<file path="src/rtl/rnp_pkg.sv">
// Shared types and constants for the radix number parser.
package rnp_pkg;

  // Parameter defaults
  localparam int MaxLenDefault = 255;
  localparam logic [5:0] RadixReset = 6'd10;

  // Character codes
  localparam logic [7:0] ChDigit0 = 8'h30;  // '0'
  localparam logic [7:0] ChDigit9 = 8'h39;  // '9'
  localparam logic [7:0] ChUpperA = 8'h41;  // 'A'
  localparam logic [7:0] ChUpperZ = 8'h5A;  // 'Z'
  localparam logic [7:0] ChLowerA = 8'h61;  // 'a'
  localparam logic [7:0] ChLowerZ = 8'h7A;  // 'z'
  localparam logic [7:0] ChMinus  = 8'h2D;  // '-'
  localparam logic [5:0] LetterBase = 6'd10;

  // One input request as held in the input register
  typedef struct packed {
    logic [7:0]  character;
    logic        first;
    logic        last;
    logic [63:0] start_value;
  } in_item_t;

  // Decoded digit: valid for the current radix, and its weight
  typedef struct packed {
    logic       valid;
    logic [5:0] value;
  } digit_t;

endpackage

</file>
<file path="src/rtl/rnp_digit_decode.sv">
// Character to digit decoder for a configurable radix.
module rnp_digit_decode (
  input  logic [7:0]     character,
  input  logic [5:0]     radix,
  output rnp_pkg::digit_t digit
);

  logic       is_char;
  logic [7:0] raw;

  // Map the character ranges onto digit weights
  always_comb begin
    is_char = 1'b1;
    raw     = 8'd0;
    priority if (character >= rnp_pkg::ChDigit0 && character <= rnp_pkg::ChDigit9) begin
      raw = character - rnp_pkg::ChDigit0;
    end else if (character >= rnp_pkg::ChUpperA && character <= rnp_pkg::ChUpperZ) begin
      raw = character - rnp_pkg::ChUpperA + 8'(rnp_pkg::LetterBase);
    end else if (character >= rnp_pkg::ChLowerA && character <= rnp_pkg::ChLowerZ) begin
      raw = character - rnp_pkg::ChLowerA + 8'(rnp_pkg::LetterBase);
    end else begin
      is_char = 1'b0;
    end
  end

  // Accept only weights below the radix
  assign digit.value = raw[5:0];
  assign digit.valid = is_char && (raw[5:0] < radix);

endmodule

</file>
<file path="src/rtl/radix_number_parser.sv">
// Top level of the radix number parser: input register, convert stage, result register.
//
//  channel | dir | tdata (low bit up)                      | tuser    | tlast
//  s_*     | in  | character[7:0], start_value[71:8]       | first    | last
//  m_*     | out | value[63:0], consumed[71:64],            | complete | -
//          |     | unconverted[79:72]                      |          |
//  radix   | cfg | radix_we / radix_wdata[5:0], no readback |          |
//
// One character is accepted every cycle while the input is not held; a result is loaded
// when the last request leaves the input register. The rate is set by the accumulate
// loop: one 64x6 multiply-add per cycle on the stored accumulator in the convert stage.
// Synchronous reset clears the parser state and sets the radix to 10.
// Requests without a result pass while the result register waits; only a
// last request meeting a full, stalled result register holds the input.
module radix_number_parser #(
  parameter int MAX_LEN = rnp_pkg::MaxLenDefault
) (
  input  logic        clk,
  input  logic        rst,
  // configuration
  input  logic        radix_we,
  input  logic [5:0]  radix_wdata,
  // input stream
  input  logic        s_tvalid,
  output logic        s_tready,
  input  logic [71:0] s_tdata,   // character[7:0], start_value[71:8]
  input  logic        s_tuser,   // first
  input  logic        s_tlast,   // last
  // result stream
  output logic        m_tvalid,
  input  logic        m_tready,
  output logic [79:0] m_tdata,   // value[63:0], consumed[71:64], unconverted[79:72]
  output logic        m_tuser    // complete
);

  localparam logic [7:0] CountCap = (MAX_LEN < 255) ? 8'(MAX_LEN) : 8'd255;

  logic [5:0]        radix;
  logic              s1_valid;
  rnp_pkg::in_item_t s1_item;
  logic              fire;

  logic [63:0] accumulator, accumulator_next;
  logic        negative_seen, negative_seen_next;
  logic        stopped, stopped_next;
  logic [7:0]  consumed_count, consumed_count_next;
  logic [7:0]  total_count, total_count_next;

  logic [63:0] acc_base;
  logic        neg_base, stop_base;
  logic [7:0]  cc_base, tc_base;
  logic [69:0] product;
  rnp_pkg::digit_t digit;

  logic [63:0] value_out;
  logic [7:0]  consumed_out, unconverted_out;
  logic        complete_out;

  // Radix register
  always_ff @(posedge clk) begin
    if (rst) begin
      radix <= rnp_pkg::RadixReset;
    end else if (radix_we) begin
      radix <= radix_wdata;
    end
  end

  // Convert stage advances unless a result would overwrite a waiting one
  assign fire     = s1_valid && !(s1_item.last && m_tvalid && !m_tready);
  assign s_tready = !s1_valid || fire;

  // Input register
  always_ff @(posedge clk) begin
    if (rst) begin
      s1_valid <= 1'b0;
    end else if (s_tready) begin
      s1_valid <= s_tvalid;
    end
  end

  always_ff @(posedge clk) begin
    if (s_tvalid && s_tready) begin
      s1_item.character   <= s_tdata[7:0];
      s1_item.start_value <= s_tdata[71:8];
      s1_item.first       <= s_tuser;
      s1_item.last        <= s_tlast;
    end
  end

  rnp_digit_decode u_digit (
    .character (s1_item.character),
    .radix     (radix),
    .digit     (digit)
  );

  // Restart the state on first, then take one character
  always_comb begin
    acc_base  = s1_item.first ? s1_item.start_value : accumulator;
    neg_base  = s1_item.first ? 1'b0 : negative_seen;
    stop_base = s1_item.first ? 1'b0 : stopped;
    cc_base   = s1_item.first ? 8'd0 : consumed_count;
    tc_base   = s1_item.first ? 8'd0 : total_count;
    product   = acc_base * radix;

    accumulator_next    = acc_base;
    negative_seen_next  = neg_base;
    stopped_next        = stop_base;
    consumed_count_next = cc_base;
    total_count_next    = tc_base;

    if (tc_base < CountCap) begin
      priority if (s1_item.first && s1_item.character == rnp_pkg::ChMinus) begin
        negative_seen_next  = 1'b1;
        consumed_count_next = cc_base + 8'd1;
      end else if (!stop_base) begin
        if (digit.valid) begin
          accumulator_next    = product[63:0] + 64'(digit.value);
          consumed_count_next = cc_base + 8'd1;
        end else begin
          stopped_next = 1'b1;
        end
      end
      total_count_next = tc_base + 8'd1;
    end

    value_out       = negative_seen_next ? (64'd0 - accumulator_next) : accumulator_next;
    consumed_out    = consumed_count_next;
    unconverted_out = total_count_next - consumed_count_next;
    complete_out    = !stopped_next;
  end

  // Parser state
  always_ff @(posedge clk) begin
    if (rst) begin
      accumulator    <= 64'd0;
      negative_seen  <= 1'b0;
      stopped        <= 1'b0;
      consumed_count <= 8'd0;
      total_count    <= 8'd0;
    end else if (fire) begin
      accumulator    <= accumulator_next;
      negative_seen  <= negative_seen_next;
      stopped        <= stopped_next;
      consumed_count <= consumed_count_next;
      total_count    <= total_count_next;
    end
  end

  // Result register: load on a last request, drop once taken
  always_ff @(posedge clk) begin
    if (rst) begin
      m_tvalid <= 1'b0;
    end else if (fire && s1_item.last) begin
      m_tvalid <= 1'b1;
    end else if (m_tready) begin
      m_tvalid <= 1'b0;
    end
  end

  always_ff @(posedge clk) begin
    if (fire && s1_item.last) begin
      m_tdata <= {unconverted_out, consumed_out, value_out};
      m_tuser <= complete_out;
    end
  end

  // Checks
  a_stall_cause: assert property (@(posedge clk) disable iff (rst)
    !s_tready |-> (s1_valid && s1_item.last && m_tvalid && !m_tready))
    else $error("input held without a blocked result");

  a_count_order: assert property (@(posedge clk) disable iff (rst)
    consumed_count <= total_count)
    else $error("consumed count exceeds total count");

  a_result_source: assert property (@(posedge clk) disable iff (rst)
    $rose(m_tvalid) |-> $past(fire && s1_item.last))
    else $error("result without a last request");

  a_radix_reset: assert property (@(posedge clk) disable iff (rst)
    $past(rst) |-> (radix == rnp_pkg::RadixReset))
    else $error("radix not restored by reset");

endmodule

</file>
<file path="config.mk">
export PLATFORM = sky130hd
export DESIGN_NAME = radix_number_parser
export DESIGN_NICKNAME = d
export VERILOG_FILES = /design/src/rtl/rnp_pkg.sv /design/src/rtl/rnp_digit_decode.sv /design/src/rtl/radix_number_parser.sv
export SDC_FILE = /design/constraint.sdc
export NUM_CORES = 1
export LEC_CHECK = 0
export BUFFER_PORTS_ARGS = -buffer_cell sky130_fd_sc_hd__clkbuf_2
export CORE_ASPECT_RATIO = 2
export CORE_MARGIN = 2
export CORE_UTILIZATION = 50
export CTS_CLUSTER_DIAMETER = 100
export CTS_CLUSTER_SIZE = 8
export DETAILED_ROUTE_END_ITERATION = 10
export PLACE_DENSITY = 0.7
export REMOVE_ABC_BUFFERS = 1
export SYNTH_ARGS = -nofsm -noshare
export SYNTH_HDL_FRONTEND = slang
export SYNTH_SLANG_ARGS = --single-unit
export TNS_END_PERCENT = 20
</file>
<file path="constraint.sdc">
create_clock -name clk -period 11.6 [get_ports clk]
set_clock_uncertainty 0.15 [all_clocks]
set_input_delay 2.32 -clock clk [delete_from_list [all_inputs] [get_ports clk]]
set_output_delay 2.32 -clock clk [all_outputs]
set_load 0.02 [all_outputs]
</file>
After elaboration in Yosys (flattened, before gate mapping)
Cells that the tools add are included.
Widths: inputs -> output; s select.

word-level totals
  word-level logic and storage cells = 79
  register bits after elaboration = 245
  bits of input ports = 85

cells by class
  mux-type cells = 29
  multipliers = 1
  $lt $le $gt $ge = 8
  eq/ne operators = 1
  reductions and logical operators = 16
  add/subtract/negate cells = 10

operator list
  operator               count
  $mux 64                6
  $add 64x6->64          1
  $mul 64x6->64          1
  $sub 1x64->64 const A  1
  $mux 8                 7
  $mux 6                 3
  $add 8x1->8 const B    2
  $ge 8x7->1 const B     2
  $le 8x7->1 const B     2
  $mux 1                 13
  $add 6x4->6 const B    2
  $sub 6x6->6 const B    2
  $logic_and 1x1->1      10
  $eq 8x6->1 const B     1
  $ge 8x6->1 const B     1
  $le 8x6->1 const B     1
  $lt 8x8->1 const B     1
  $sub 8x8->8            1
  $lt 6x6->1             1
  $sub 6x1->6 const B    1
  $logic_not 1->1        4
  $reduce_bool 2->1      1
  $logic_or 1x1->1       1

Depth between registers and ports, before layout
  word-level depth = 13
  depth in mapped cells = 34
  mapped depth without buffers = 30

Hierarchy
Synthesis repeated with hierarchy kept, for this count alone.

second synthesis, totals
  cells, all modules = 2601
  area total of the unflattened synthesis = 24746.2 um2

modules (own cells, without submodules)
  module               area each (um2)  instances  cells an instance  sequential area each (um2)
  radix_number_parser  24203.2          1          2526               6456.2
  rnp_digit_decode     543.0            1          75                 0.0

Worst setup path before layout
Ideal clock, no wire load.

  kind = reg-to-reg
  start = register s1_item[65] in the netlist's numbering
  end = register m_tdata[51], data pin
  buffers on the path = 7
  data arrival time = 9119 ps
  required time = 11175 ps
  slack = 2056 ps
  setup time = 275 ps
  cell stages (with the launch flop) = 32
  cell sequence = edfxtp_1 > buf_2 > buf_2 > buf_2 > buf_2 > buf_1 > buf_1 > clkbuf_1 > mux2i_1 > nor2_1 > fa_1 > inv_1 > fa_1 > inv_1 > fa_1 > inv_1 > fa_1 > inv_1 > ha_1 > nand2_1 > o31ai_1 > a21oi_1 > o21ai_0 > xor2_1 > or4_1 > nor4b_2 > o21ai_2 > a211oi_4 > nand2b_2 > nor4_2 > a31oi_1 > xor2_1

on the way
  cells in the longest elaborated chain, start to end = 9
  elaborated cells on any way between the ends = 16
  those cells by class = 2 x add/sub; 1 x mul; 1 x order compare; 11 x mux; 1 x reduce/logical

RTL lines
  what                  RTL line                    RTL
  start, declared       radix_number_parser.sv:40   rnp_pkg::in_item_t s1_item;
  $mux 64               radix_number_parser.sv:98   acc_base = s1_item.first ? s1_item.start_value : accumulator;
  $mul 64x6->64         radix_number_parser.sv:103  product = acc_base * radix;
  $add 64x6->64         radix_number_parser.sv:117  accumulator_next = product[63:0] + 64'(digit.value);
  $mux 64               radix_number_parser.sv:116  if (digit.valid) begin
  $mux 64               radix_number_parser.sv:115  end else if (!stop_base) begin
  $mux 64               radix_number_parser.sv:112  priority if (s1_item.first && s1_item.character == rnp_pkg::ChMinus) begin
  $mux 64               radix_number_parser.sv:111  if (tc_base < CountCap) begin
  $sub 1x64->64         radix_number_parser.sv:126  value_out = negative_seen_next ? (64'd0 - accumulator_next) : accumulator_next;
  $mux 64 (*)           radix_number_parser.sv:126
  via value_out[51]     radix_number_parser.sv:55   logic [63:0] value_out;
  end signal, assigned  radix_number_parser.sv:162  m_tdata <= {unconverted_out, consumed_out, value_out};
  end, declared         radix_number_parser.sv:32   output logic [79:0] m_tdata,

The timed path passes the listed nets; every way through them passes the cells marked *.
A chain may end at the register's enable or synchronous reset.

Worst setup path in the final report
  start = register s1_item[65] in the netlist's numbering
  end = register m_tdata[37], data pin

Same word-level chain as after synthesis.

==> results.txt <==
----------------------------------------------------
[Floorplanning]
  Core Region ... 0.0482 mm²
  Total I/O pin count ... 168
  Height of the die ... 316 µm
  Horizontal extent of the die ... 160 µm
  Floorplan die area ... 0.0505 mm²
  Starting density of the core ... 0.505
  Row count ... 114

[CTS]
  Max H-tree Level ... 2
  Number of buffers inserted by post-CTS setup repair ... 0
  Hold buffers post-CTS ... 0
  TritonCTS buffer count ... 36
  Number of sinks driven by the clock tree ... 245
  # resized after CTS ... 0
  Clock tree buffer depth ... 3
  Skew-Pair Late Insertion Delay ... 0.56 ns
  Root Buffer ... clkbuf_16
  CTS tree ... yes
  Reg clk slew, reported paths ... 0.06 ns

[Worst setup path]
  CP arrival ... 9.61 ns
  Origin of the critical flop-to-flop path ... s1_item[65]$_DFFE_PP_
  Critical path peak fanout ... 41
  Type of the worst setup path ... flip-flop to flip-flop
  Kind of capture point of the worst setup path ... flip-flop
  Startpoint of the most critical setup path ... s1_item[65]$_DFFE_PP_
  Startpoint class of the critical path ... flip-flop
  Setup slack, reg-to-reg ... 2.12 ns
  Capture point of the worst reg-to-reg path ... m_tdata[37]$_DFFE_PP_
  Cell depth of the worst flop-to-flop path ... 25
  Data required time of the worst path ... 11.73 ns

[Pwr]
  Gate power share ... 0.498
  Overall power after layout ... 4090 µW
  Share of power burned in registers ... 0.257
  Switching power of the nets ... 1810 µW
  Pwr per Cell Area ... 153 mW/mm²
  Clock network fraction of design power ... 0.245
  Switching Fraction ... 0.442
  Static leakage ... 0.0116 µW
  Peak ir drop on the vdd network ... 0.130 mV
  Power Internal ... 2280 µW

[Synth]
  Asr flop ratio synth ... 0
  Average cell area after synthesis ... 9.08 µm²
  Seq cells post-synth ... 245
  Count of yosys warnings during synthesis ... 0
  Sequential fraction of the synthesis area ... 0.265
  Number of flops mapped to enable cells by yosys ... 155
  Cell area after synthesis ... 0.0243 mm²
  Post-synthesis instance total ... 2680
  Most used DFF post-synth ... edfxtp_1
  Yosys cell types ... 97

[Global routing]
  Initial antenna violation count ... 2
  Total grt overflow ... 0
  Pin count of the biggest net entering global routing ... 78
  Global-route wire length before repair ... 132 mm
  Gr usage total ... 0.350
  Vias in the first global route ... 22.6k

[Timing]
  Final hold violations ... 0
  Highest attainable clock frequency ... 106 MHz
  Number of endpoints failing setup at the final stage ... 0
  Share of the cycle needed by the critical path after routing ... 0.817
  Tightest Pin Transition ... 1.22 ns
  Total Negative Setup Slacks ... 0 ns
  Worst slew slack as a fraction of its limit ... 0.164
  Unrepaired setup endpoints after global routing ... no
  Tmin final ... 9.48 ns
  Max Slew Vio Count ... 0

[Finish]
  Design Area, Final ... 0.0268 mm²
  Fraction of final layout cells with drive strength greater than 1 ... 0.111
  Area overhead of the layout relative to synthesis ... 10.1%
  Total number of nets in the final design ... 3258
  Count of antenna diodes in the layout ... 0

[Hold path]
  Worst hold endpoint ... accumulator[0]$_SDFFE_PP0P_
  Hold/Removal Path Class ... flip-flop to flip-flop
  Beginning of the worst hold path ... accumulator[0]$_SDFFE_PP0P_
  Hold Crit Depth ... 2

[Detailed routing]
  Count of unresolved DRC violations after routing ... 0
  Initial detailed-routing violation count ... 1926
  Post-DR vias/cell ... 6.24
  Final antenna-violating net count ... 0
  Detail-routed net length per standard cell ... 25.7 µm
  Number of vias in the routed layout ... 21.5k
  Drt pass-1 iters ... 6
  Total Wirelength ... 88.6 mm

[Flow run]
  Number of max-cap violations ... 0

[Place]
  Final Wtd Congestion ... 1.00
  Cell Area, Placed ... 0.0257 mm²
  Final HPWL from detailed placement ... 68.6 mm
  I/O Buffers ... 167

[Outcome]
  Run status ... finished, final reports clean

----------------------------------------------------
worst max-delay path, cell delays in order, from the launching register on:
cell and delay [ns]:
edfxtp_1 0.58, buf_4 0.71, mux2i_1 0.57, nor2_1 0.12, fa_1 0.53, inv_1 0.05
fa_1 0.47, inv_1 0.06, fa_1 0.53, inv_1 0.06, fa_1 0.54, inv_1 0.05
ha_1 0.37, nand2_1 0.08, o31ai_1 0.82, a21oi_1 0.25, o21ai_0 0.61, xor2_1 0.13
or4_1 0.61, nor4b_2 0.35, o21ai_2 0.15, a211oi_4 0.42, nand2b_2 0.24, nor2_1 0.44
a21oi_1 0.16, xor2_1 0.18
cell families (layout without fill, tap and decap cells):
group | Yosys count | after routing | synth area share
muxes | 78 | 78 | 0.0327
xor gates and xnor gates | 143 | 143 | 0.0515
DFF | 245 | 245 | 0.265
and+or+nand+nor | 1028 | 1028 | 0.194
buffers and inverters | 258 | 384 | 0.0410
adders and majority gates | 391 | 391 | 0.275
AOI/OAI and AO/OA | 537 | 537 | 0.140
layout by cell type (no fill, tap or decap), drive strengths merged, types with 67 or more instances in the layout:
cell type / instances
xnor2: 94
nor2: 471
nand2: 257
edfxtp: 155
dfxtp: 90
fa: 241
ha: 150
mux2i: 67
o21ai: 118
inv: 111
clkbuf: 226
a21oi: 186
sequential cells by signal, summed over array words and instances, names as in the netlist:
signal	flops
consumed_count	8
s1_item	74
total_count	8
negative_seen	1
accumulator	64
m_tdata	80
stopped	1
m_tuser	1
m_tvalid	1
s1_valid	1
radix	6
power by group through the flow:
| stage | Sequential (µW) | Combinational [µW] | Clock [µW] |
|---|---|---|---|
| CTS | 1050 | 2010 | 1010 |
| detailed placement | 1070 | 1990 | 0 |
| global route | 1060 | 2210 | 1040 |
| global placement | 1070 | 1970 | 0 |
| floorplan | 1080 | 1340 | 0 |
| finish | 1050 | 2040 | 1000 |
synth_stat cells (17+ instances only):
cell type / instances / area, µm²
nor3_1: 39 / 195
dfxtp_1: 90 / 1800
o21ai_0: 112 / 561
fa_1: 241 / 4820
a31oi_1: 27 / 169
nand2_1: 257 / 965
o21a_1: 18 / 135
a221oi_1: 20 / 175
a211oi_1: 48 / 360
ha_1: 150 / 1880
nand4_1: 35 / 219
and2_1: 17 / 106
inv_1: 109 / 409
edfxtp_1: 155 / 4650
xnor2_1: 94 / 823
a21o_1: 20 / 150
nor2b_1: 66 / 413
nand3_1: 32 / 160
xor2_1: 49 / 429
a21oi_1: 185 / 926
mux2i_1: 67 / 671
nor2_1: 469 / 1760
clkbuf_1: 120 / 450
through the flow:
step           utilization  std cells  hold WS, ns  worst slack (ns)
3_5_place_dp         0.534       3382        0.297              2.27
4_1_cts              0.555       3444        0.304              2.22
6_report             0.555       3444        0.303              2.12
5_1_grt              0.555       3444        0.338              1.47
3_3_place_gp         0.534       3382        0.295              2.51
2_1_floorplan            -       2535        0.280              1.69
area by class of cell:
cell class	instances	area [µm²]
repair buffers	209	1150
flip-flops and latches	245	6460
fillers	4442	21400
inverters	113	424
clock buffers	60	1000
well taps	638	798
clock inverters	2	25.0
multi-input cells	2177	16900
per-layer routing:
| layer | vias up | global-route usage | share of wire | wire length, µm |
|---|---|---|---|---|
| met5 | - | 0 | 0 | 0 |
| met4 | 0 | 0.273 | 0.092 | 8130 |
| met3 | 395 | 0.0354 | 0.055 | 4830 |
| met2 | 1100 | 0.648 | 0.52 | 46400 |
| met1 | 10475 | 0.359 | 0.33 | 29200 |
| li1 | 9533 | - | - | - |
how the worst max path moves through the flow:
stage | to | cells after the start
2_1_floorplan | m_tdata[51]$_DFFE_PP_ | 23
3_3_place_gp | m_tdata[61]$_DFFE_PP_ | 21
3_5_place_dp | m_tdata[63]$_DFFE_PP_ | 25
4_1_cts | m_tdata[63]$_DFFE_PP_ | 25
5_1_grt | m_tdata[63]$_DFFE_PP_ | 25
6_report | m_tdata[37]$_DFFE_PP_ | 25
(Power assumes the default switching activity.)
